File: src/hw/rtl/usr_pkg.sv
// ----------------------------------------------------------------------------
// URL scheme recognizer package
// Shared constants, keyword tables and the result type for the scheme
// recognizer and its per-byte match logic.
// ----------------------------------------------------------------------------
`default_nettype none

package usr_pkg;

	// Number of keywords tracked by default.
	localparam int NUM_KEYWORDS_DEF = 10;

	// Size of the fixed keyword table and its longest entry.
	localparam int KW_TABLE_SIZE = 10;
	localparam int KW_MAX_LEN    = 6;

	// Widths of the stream payload fields.
	localparam int BYTE_W   = 8;
	localparam int CODE_W   = 4;
	localparam int OFFSET_W = 3;
	localparam int POS_W    = 3;

	// The scan position saturates here.
	localparam logic [POS_W-1:0] POS_MAX = 3'd7;

	// Result codes that do not come from the keyword table.
	localparam logic [CODE_W-1:0] CODE_MISSING = 4'd0;
	localparam logic [CODE_W-1:0] CODE_UNKNOWN = 4'd1;

	// Characters with a special role in the scan.
	localparam logic [BYTE_W-1:0] CHAR_COLON = 8'h3A;
	localparam logic [BYTE_W-1:0] CHAR_PLUS  = 8'h2B;
	localparam logic [BYTE_W-1:0] CHAR_MINUS = 8'h2D;
	localparam logic [BYTE_W-1:0] CHAR_DOT   = 8'h2E;

	// Keyword text, lower case, entry 0 first.
	localparam logic [0:KW_TABLE_SIZE-1][0:KW_MAX_LEN-1][BYTE_W-1:0] KW_TEXT = '{
		'{"h", "t", "t", "p", 8'h00, 8'h00},
		'{"g", "o", "p", "h", "e", "r"},
		'{"f", "t", "p", 8'h00, 8'h00, 8'h00},
		'{"l", "o", "c", "a", "l", 8'h00},
		'{"f", "i", "l", "e", 8'h00, 8'h00},
		'{"n", "n", "t", "p", 8'h00, 8'h00},
		'{"n", "e", "w", "s", 8'h00, 8'h00},
		'{"d", "a", "t", "a", 8'h00, 8'h00},
		'{"m", "a", "i", "l", "t", "o"},
		'{"h", "t", "t", "p", "s", 8'h00}
	};

	// Keyword lengths in bytes.
	localparam logic [0:KW_TABLE_SIZE-1][POS_W-1:0] KW_LEN = '{
		3'd4, 3'd6, 3'd3, 3'd5, 3'd4, 3'd4, 3'd4, 3'd4, 3'd6, 3'd5
	};

	// Scheme code reported for each keyword ('local' and 'file' share one).
	localparam logic [0:KW_TABLE_SIZE-1][CODE_W-1:0] KW_CODE = '{
		4'd2, 4'd3, 4'd4, 4'd5, 4'd5, 4'd6, 4'd7, 4'd8, 4'd9, 4'd10
	};

	// Result of processing one byte.
	typedef struct packed {
		logic                valid;
		logic [CODE_W-1:0]   code;
		logic [OFFSET_W-1:0] offset;
	} usr_result_t;

	// Character of keyword k at position pos, zero beyond the table row.
	function automatic logic [BYTE_W-1:0] kw_char(input int k, input logic [POS_W-1:0] pos);
		logic [BYTE_W-1:0] ch;
		ch = '0;
		if (int'(pos) < KW_MAX_LEN) begin
			ch = KW_TEXT[k][pos];
		end
		return ch;
	endfunction

endpackage

`default_nettype wire

File: src/hw/rtl/usr_step.sv
// ----------------------------------------------------------------------------
// URL scheme recognizer byte step
// Combinational logic for one byte: classifies the byte, compares it against
// all keywords in parallel and forms the next scan state and the result.
// ----------------------------------------------------------------------------
`default_nettype none

module usr_step #(
	parameter int NUM_KEYWORDS = usr_pkg::NUM_KEYWORDS_DEF
) (
	input  wire logic [usr_pkg::BYTE_W-1:0] url_byte,
	input  wire logic                       start_req,
	input  wire logic [NUM_KEYWORDS-1:0]    live,
	input  wire logic [usr_pkg::POS_W-1:0]  pos,
	input  wire logic                       decided,
	output      logic [NUM_KEYWORDS-1:0]    live_next,
	output      logic [usr_pkg::POS_W-1:0]  pos_next,
	output      logic                       decided_next,
	output      usr_pkg::usr_result_t       result
);

	logic [NUM_KEYWORDS-1:0]                   live_eff;
	logic [usr_pkg::POS_W-1:0]                 pos_eff;
	logic                                      decided_eff;
	logic                                      is_scheme;
	logic [usr_pkg::BYTE_W-1:0]                lower;
	logic [NUM_KEYWORDS-1:0]                   keep;
	logic [NUM_KEYWORDS-1:0]                   hit;
	logic [NUM_KEYWORDS-1:0][usr_pkg::CODE_W-1:0] hit_code;

	// A start request clears the scan before the byte is looked at.
	always_comb begin
		live_eff    = start_req ? '1 : live;
		pos_eff     = start_req ? '0 : pos;
		decided_eff = start_req ? 1'b0 : decided;
	end

	// Byte class and case folding.
	always_comb begin
		is_scheme = ((url_byte >= "a") && (url_byte <= "z")) ||
			((url_byte >= "A") && (url_byte <= "Z")) ||
			((url_byte >= "0") && (url_byte <= "9")) ||
			(url_byte == usr_pkg::CHAR_DOT) || (url_byte == usr_pkg::CHAR_PLUS) ||
			(url_byte == usr_pkg::CHAR_MINUS);
		lower = url_byte;
		if ((url_byte >= "A") && (url_byte <= "Z")) begin
			lower = url_byte + 8'd32;
		end
	end

	// One comparator per keyword; entries past the table never match.
	for (genvar k = 0; k < NUM_KEYWORDS; k++) begin : g_kw
		if (k < usr_pkg::KW_TABLE_SIZE) begin : g_used
			assign keep[k] = live_eff[k] && (pos_eff < usr_pkg::KW_LEN[k]) &&
				(usr_pkg::kw_char(k, pos_eff) == lower);
			assign hit[k]      = live_eff[k] && (pos_eff == usr_pkg::KW_LEN[k]);
			assign hit_code[k] = usr_pkg::KW_CODE[k];
		end else begin : g_unused
			assign keep[k]     = 1'b0;
			assign hit[k]      = 1'b0;
			assign hit_code[k] = usr_pkg::CODE_UNKNOWN;
		end
	end

	// Next state and the result; the lowest matching keyword wins.
	always_comb begin
		live_next     = live_eff;
		pos_next      = pos_eff;
		decided_next  = decided_eff;
		result.valid  = 1'b0;
		result.code   = usr_pkg::CODE_MISSING;
		result.offset = '0;
		if (!decided_eff) begin
			if (is_scheme) begin
				live_next = keep;
				if (pos_eff < usr_pkg::POS_MAX) begin
					pos_next = pos_eff + 3'd1;
				end
			end else begin
				decided_next = 1'b1;
				result.valid = 1'b1;
				if (url_byte == usr_pkg::CHAR_COLON) begin
					result.code = usr_pkg::CODE_UNKNOWN;
					for (int k = NUM_KEYWORDS - 1; k >= 0; k--) begin
						if (hit[k]) begin
							result.code   = hit_code[k];
							result.offset = pos_eff + 3'd1;
						end
					end
				end
			end
		end
	end

endmodule

`default_nettype wire

File: src/hw/rtl/url_scheme_recognizer.sv
// ----------------------------------------------------------------------------
// URL scheme recognizer
// Scans a URL one byte per transaction and reports the scheme code and the
// offset of the text after the colon at the first byte outside the scheme set.
// ----------------------------------------------------------------------------
// Path: an accepted byte is held in the input register; its result is loaded
//   into the result register when the staged byte advances, which waits until
//   that register has room, and then leaves on the master side.
// Throughput: one byte per cycle while the result register has room; all keyword
//   compares run in parallel in the single logic stage between both registers.
// Reset: asynchronous; the block then ignores bytes until a start request.
// ----------------------------------------------------------------------------
`default_nettype none

module url_scheme_recognizer #(
	parameter int NUM_KEYWORDS = usr_pkg::NUM_KEYWORDS_DEF
) (
	input  wire logic       clk,
	input  wire logic       arst_n,
	input  wire logic       s_axis_tvalid,
	output      logic       s_axis_tready,
	input  wire logic [7:0] s_axis_tdata,   // [7:0] url_byte
	input  wire logic       s_axis_tuser,   // [0] start_req
	output      logic       m_axis_tvalid,
	input  wire logic       m_axis_tready,
	output      logic [7:0] m_axis_tdata    // [3:0] scheme_code, [6:4] rest_offset, [7] zero
);

	logic                              valid_s1;
	logic [usr_pkg::BYTE_W-1:0]        byte_s1;
	logic                              start_s1;
	logic                              advance;

	logic [NUM_KEYWORDS-1:0]           live_q;
	logic [usr_pkg::POS_W-1:0]         pos_q;
	logic                              decided_q;
	logic [NUM_KEYWORDS-1:0]           live_next;
	logic [usr_pkg::POS_W-1:0]         pos_next;
	logic                              decided_next;
	usr_pkg::usr_result_t              res;

	logic                              out_valid_q;
	logic [usr_pkg::CODE_W-1:0]        code_q;
	logic [usr_pkg::OFFSET_W-1:0]      offset_q;

	// The staged byte moves on whenever the result register has room.
	assign advance       = valid_s1 && (!out_valid_q || m_axis_tready);
	assign s_axis_tready = !valid_s1 || advance;

	// Input register.
	always_ff @(posedge clk or negedge arst_n) begin
		if (!arst_n) begin
			valid_s1 <= 1'b0;
		end else if (s_axis_tready) begin
			valid_s1 <= s_axis_tvalid;
		end
	end

	always_ff @(posedge clk) begin
		if (s_axis_tready && s_axis_tvalid) begin
			byte_s1  <= s_axis_tdata;
			start_s1 <= s_axis_tuser;
		end
	end

	// Per-byte match logic.
	usr_step #(
		.NUM_KEYWORDS (NUM_KEYWORDS)
	) u_step (
		.url_byte     (byte_s1),
		.start_req    (start_s1),
		.live         (live_q),
		.pos          (pos_q),
		.decided      (decided_q),
		.live_next    (live_next),
		.pos_next     (pos_next),
		.decided_next (decided_next),
		.result       (res)
	);

	// Scan state, updated once per processed byte.
	always_ff @(posedge clk or negedge arst_n) begin
		if (!arst_n) begin
			live_q    <= '1;
			pos_q     <= '0;
			decided_q <= 1'b1;
		end else if (advance) begin
			live_q    <= live_next;
			pos_q     <= pos_next;
			decided_q <= decided_next;
		end
	end

	// Result register.
	always_ff @(posedge clk or negedge arst_n) begin
		if (!arst_n) begin
			out_valid_q <= 1'b0;
		end else begin
			if (m_axis_tready) begin
				out_valid_q <= 1'b0;
			end
			if (advance && res.valid) begin
				out_valid_q <= 1'b1;
			end
		end
	end

	always_ff @(posedge clk) begin
		if (advance && res.valid) begin
			code_q   <= res.code;
			offset_q <= res.offset;
		end
	end

	assign m_axis_tvalid = out_valid_q;
	assign m_axis_tdata  = {1'b0, offset_q, code_q};

	// A result always leaves the scan in the decided state.
	a_result_decides : assert property (@(posedge clk) disable iff (!arst_n)
		advance && res.valid |=> decided_q)
		else $error("scan not decided after a result");

	// Without a start, a decided scan gives no result.
	a_quiet_when_decided : assert property (@(posedge clk) disable iff (!arst_n)
		advance && decided_q && !start_s1 |-> !res.valid)
		else $error("result given while decided");

	// A nonzero offset only comes with a keyword code.
	a_offset_with_match : assert property (@(posedge clk) disable iff (!arst_n)
		m_axis_tvalid && (offset_q != 3'd0) |->
			(code_q != usr_pkg::CODE_MISSING) && (code_q != usr_pkg::CODE_UNKNOWN))
		else $error("offset without a keyword match");

	// A keyword code always comes with its offset.
	a_match_has_offset : assert property (@(posedge clk) disable iff (!arst_n)
		m_axis_tvalid && (code_q != usr_pkg::CODE_MISSING) &&
			(code_q != usr_pkg::CODE_UNKNOWN) |-> (offset_q != 3'd0))
		else $error("keyword match without offset");

endmodule

`default_nettype wire

File: config.mk
export PLATFORM = sky130hd
export DESIGN_NAME = url_scheme_recognizer
export DESIGN_NICKNAME = d
export VERILOG_FILES = /design/src/hw/rtl/usr_pkg.sv /design/src/hw/rtl/usr_step.sv /design/src/hw/rtl/url_scheme_recognizer.sv
export SDC_FILE = /design/constraint.sdc
export NUM_CORES = 1
export LEC_CHECK = 0
export ABC_AREA = 1
export BUFFER_PORTS_ARGS = -buffer_cell sky130_fd_sc_hd__buf_2
export CORE_AREA = 2 2 71 73
export CTS_CLUSTER_SIZE = 28
export DETAILED_ROUTE_END_ITERATION = 6
export DIE_AREA = 0 0 73 75
export PLACE_DENSITY = 0.77
export SYNTH_ARGS = -nofsm -noshare
export SYNTH_HDL_FRONTEND = slang
export SYNTH_SLANG_ARGS = --single-unit
File: constraint.sdc
create_clock -name clk -period 6.6 [get_ports clk]
set_input_delay 0.99 -clock clk [delete_from_list [all_inputs] [get_ports clk]]
set_output_delay 0.99 -clock clk [all_outputs]
set_load 0.01 [all_outputs]
==> impl_metrics.csv <==
group,metric,value,unit
status,status,"finished clean",
drt,viasPerCell,5.84,
timing,max_freq,0.374,GHz
drt,ant_nets,0,
worst_setup_path,crit_path_cell_trace,"nor2_2 > inv_1 > ha_1 > inv_1 > nand2_1 > nand2_1 > nand2_1 > nand2_1 > nor2_1 > nand2_1 > nor2_1 > nand3_1 > nor2_1 > nor2_1 > nor2_1",
timing,rsz0062_at_grt,"no",
worst_setup_path,timing_worst_setup_path_type,"reg2reg",
timing,fin_hold_ws,0.520,ns
drt,drc,0,
clocking,post-cts-setup-buffer-count,0,
worst_setup_path,r2r_slack,3.93,ns
floorplan,start_util,0.581,
logic_synthesis,synth_warnings,0,
clocking,cts_made_buffers,5,
logic_synthesis,synthesis.area,0.00271,sq mm
drt,wire_per_inst,15.9,microns
hold_path,hold_depth,2,
logic_synthesis,yosysSeqAreaShare,0.331,
worst_setup_path,critPathBufInv,2,
drt,drt-total-wl,6990,microns
grt,grt_use_total,0.274,
placement,globalplace.congestion,0.960,
drt,dr.pass1.iters,4,
hold_path,min_from,"decided_q$_DFFE_PN1P_",
placement,hpwlAfterDp,5380,microns
logic_synthesis,async_reset_ff_frac,0.500,
timing,setup_violations,0,
timing,tightest_slew,0.644,ns
worst_setup_path,worstRegToRegCells,15,
timing,fin_crit,2.67,ns
floorplan,core,0.00466,sq mm
logic_synthesis,syn_avg_cell_area,7.39,sq um
clocking,cts_resized,0,
timing,skew,0.00653,ns
timing,hold_violations,0,
layout,final_area,0.00293,sq mm
worst_setup_path,arrival,2.91,ns
clocking,clk_pin_slew,0.07,ns
timing,setup_tns,0,ns
clocking,clock_path_buffers,2,
logic_synthesis,synth-seq-cells,32,
worst_setup_path,required,6.83,ns
logic_synthesis,synth_fp_nets,389,
worst_setup_path,cp_max_fo,8,
hold_path,hold-path-endpoint,"decided_q$_DFFE_PN1P_",
layout,drive_above_1_share,0.194,
placement,post_dp_cell_area,0.00281,sq mm
timing,fin_crit_sh,0.405,
grt,grt-ovfl-total,0,
clocking,clockRootBuffer,"clkbuf_8",
grt,antenna_found_initial,0,
floorplan,rows,25,
placement,port-buffer-count,21,
grt,grt_pass1_wl,11100,microns
clocking,cts_num_sinks,32,
placement,dp_slack,3.97,ns
timing,maxSlewViolCount,0,
clocking,cts_tree,"built",
clocking,cts-htree-levels,2,
floorplan,die_y,75,microns
floorplan,io-pin-count,23,
worst_setup_path,r2r_end,"live_q[8]$_DFFE_PN1P_",
power_and_ir_drop,powerDensity,314,mW/mm^2
job,max-cap-violations,0,
layout,area.growth.synth_to_final,8.09,%
clocking,clock_latency,0.30,ns
worst_setup_path,r2r-start,"start_s1$_DFFE_PP_",
timing,fin_ws,3.93,ns
timing,relSlewSlack,0.569,
worst_setup_path,critical-path-slowest-cell,"edfxtp_1",
logic_synthesis,synth_enable_flop_cells,16,
grt,grt_max_degree,17,
logic_synthesis,ys.flop_type,"edfxtp_1",
floorplan,die_x,73,microns
logic_synthesis,syn_inst,366,
worst_setup_path,crit_family,"simple AND/OR/NAND/NOR gates",
drt,via_count,2568,
floorplan,die-area,0.00548,sq mm
logic_synthesis,synth_cell_types,46,
power_and_ir_drop,max-vdd-ir-drop,0.157,mV
worst_setup_path,max_stage_delay,0.56,ns
power_and_ir_drop,power_leakage,1.39,nW
grt,grt_pass1_vias,2327,
worst_setup_path,end_kind,"flip-flop",
drt,drt_iter0_drc,213,
layout,finalNetCount,408,
clocking,cts.hold.buffers_added,0,
worst_setup_path,startpoint_type,"flip-flop",
layout,antennaDiodeCount,0,
hold_path,hold_path.class,"reg2reg",
==> flip-flops by register name, indices dropped and copies added (netlist names) <==
name / cells
start_s1: 1
valid_s1: 1
byte_s1: 8
live_q: 10
decided_q: 1
m_axis_tvalid: 1
offset_q: 3
pos_q: 3
code_q: 4
==> logic make-up (layout without fill, tap and decap cells) <==
| logic type | count (synthesis) | in the layout | share of synthesized area |
|---|---|---|---|
| buf+inv | 54 | 74 | 0.0874 |
| simple gates | 204 | 204 | 0.379 |
| compound gates | 51 | 51 | 0.110 |
| flops | 32 | 32 | 0.331 |
| other cells | 1 | 1 | 0.00139 |
| fa+ha+maj | 10 | 10 | 0.0462 |
| xor+xnor | 14 | 14 | 0.0453 |
==> cells in the final DEF (no fill, tap or decap), drive strengths merged, types with 3 or more instances in the layout <==
cell type | netlist | layout
a21boi | 4 | 4
or2 | 8 | 8
ha | 10 | 10
nand4 | 7 | 7
dfstp | 11 | 11
and2 | 3 | 3
o21ai | 23 | 23
nand2 | 88 | 88
a21oi | 12 | 12
nor2 | 41 | 41
nand3 | 48 | 48
a211oi | 3 | 3
dfrtp | 5 | 5
buf | 9 | 21
xor2 | 12 | 12
nor3 | 6 | 6
edfxtp | 16 | 16
inv | 44 | 44
clkbuf | 0 | 5
==> tightest hold or removal path, delay by kind of cell (launching register included) <==
family / cells / cell delay [ns]
flip-flops: 1 / 0.37
AO/OA/AOI/OAI: 1 / 0.08
buffers and inverters: 1 / 0.06
==> layer usage <==
metal / track usage / part of all wire / vias to the layer above
met5: 0 / 0 / -
met4: 0.126 / 0.035 / 0
met3: 0.0616 / 0.073 / 26
met2: 0.436 / 0.45 / 111
met1: 0.356 / 0.44 / 1183
li1: - / - / 1248
==> power by group <==
part / total, mW / switching [mW] / internal [mW]
registers: 0.324 / 0.0420 / 0.282
clock network: 0.195 / 0.0831 / 0.112
logic: 0.399 / 0.263 / 0.136
total: 0.918 / 0.388 / 0.530
==> synthesized netlist by cell type (5+ instances only) <==
library cell,instances,area (sq um)
xor2_1,12,105
or2_2,7,43.8
nand4_1,7,43.8
inv_1,39,146
dfrtp_1,5,125
nand2_1,78,293
nand2_4,6,67.6
nor2_2,5,31.3
nand3_1,44,220
dfstp_2,11,289
o21ai_0,16,80.1
ha_1,10,125
o21ai_1,7,35.0
nor3_1,5,25.0
nor2_1,33,124
edfxtp_1,16,480
a21oi_1,12,60.1
==> per-stage QoR <==
stage	utilization	power [mW]	instances
6_report	0.628	0.918	440
5_1_grt	0.628	0.977	440
4_1_cts	0.628	0.912	440
3_5_place_dp	0.604	0.717	432
3_3_place_gp	0.604	0.716	432
2_1_floorplan	-	0.626	366
==> layout make-up <==
class | count | area (sq um)
Sequential cell | 32 | 895
Tap cell | 54 | 67.6
Timing Repair Buffer | 21 | 105
Clock inverter | 3 | 42.5
Multi-Input combinational cell | 280 | 1580
Fill cell | 438 | 1740
Clock buffer | 5 | 68.8
Inverter | 45 | 171
==> worst max path at each step <==
stage	cells past startpoint	to	slack, ns	from
2_1_floorplan	2	s_axis_tready	4.44	m_axis_tready
3_3_place_gp	15	live_q[8]$_DFFE_PN1P_	4.02	start_s1$_DFFE_PP_
3_5_place_dp	15	live_q[8]$_DFFE_PN1P_	3.97	start_s1$_DFFE_PP_
4_1_cts	15	live_q[8]$_DFFE_PN1P_	3.95	start_s1$_DFFE_PP_
5_1_grt	15	live_q[8]$_DFFE_PN1P_	3.66	start_s1$_DFFE_PP_
6_report	15	live_q[8]$_DFFE_PN1P_	3.93	start_s1$_DFFE_PP_
Power figures use the tool's default switching activity.
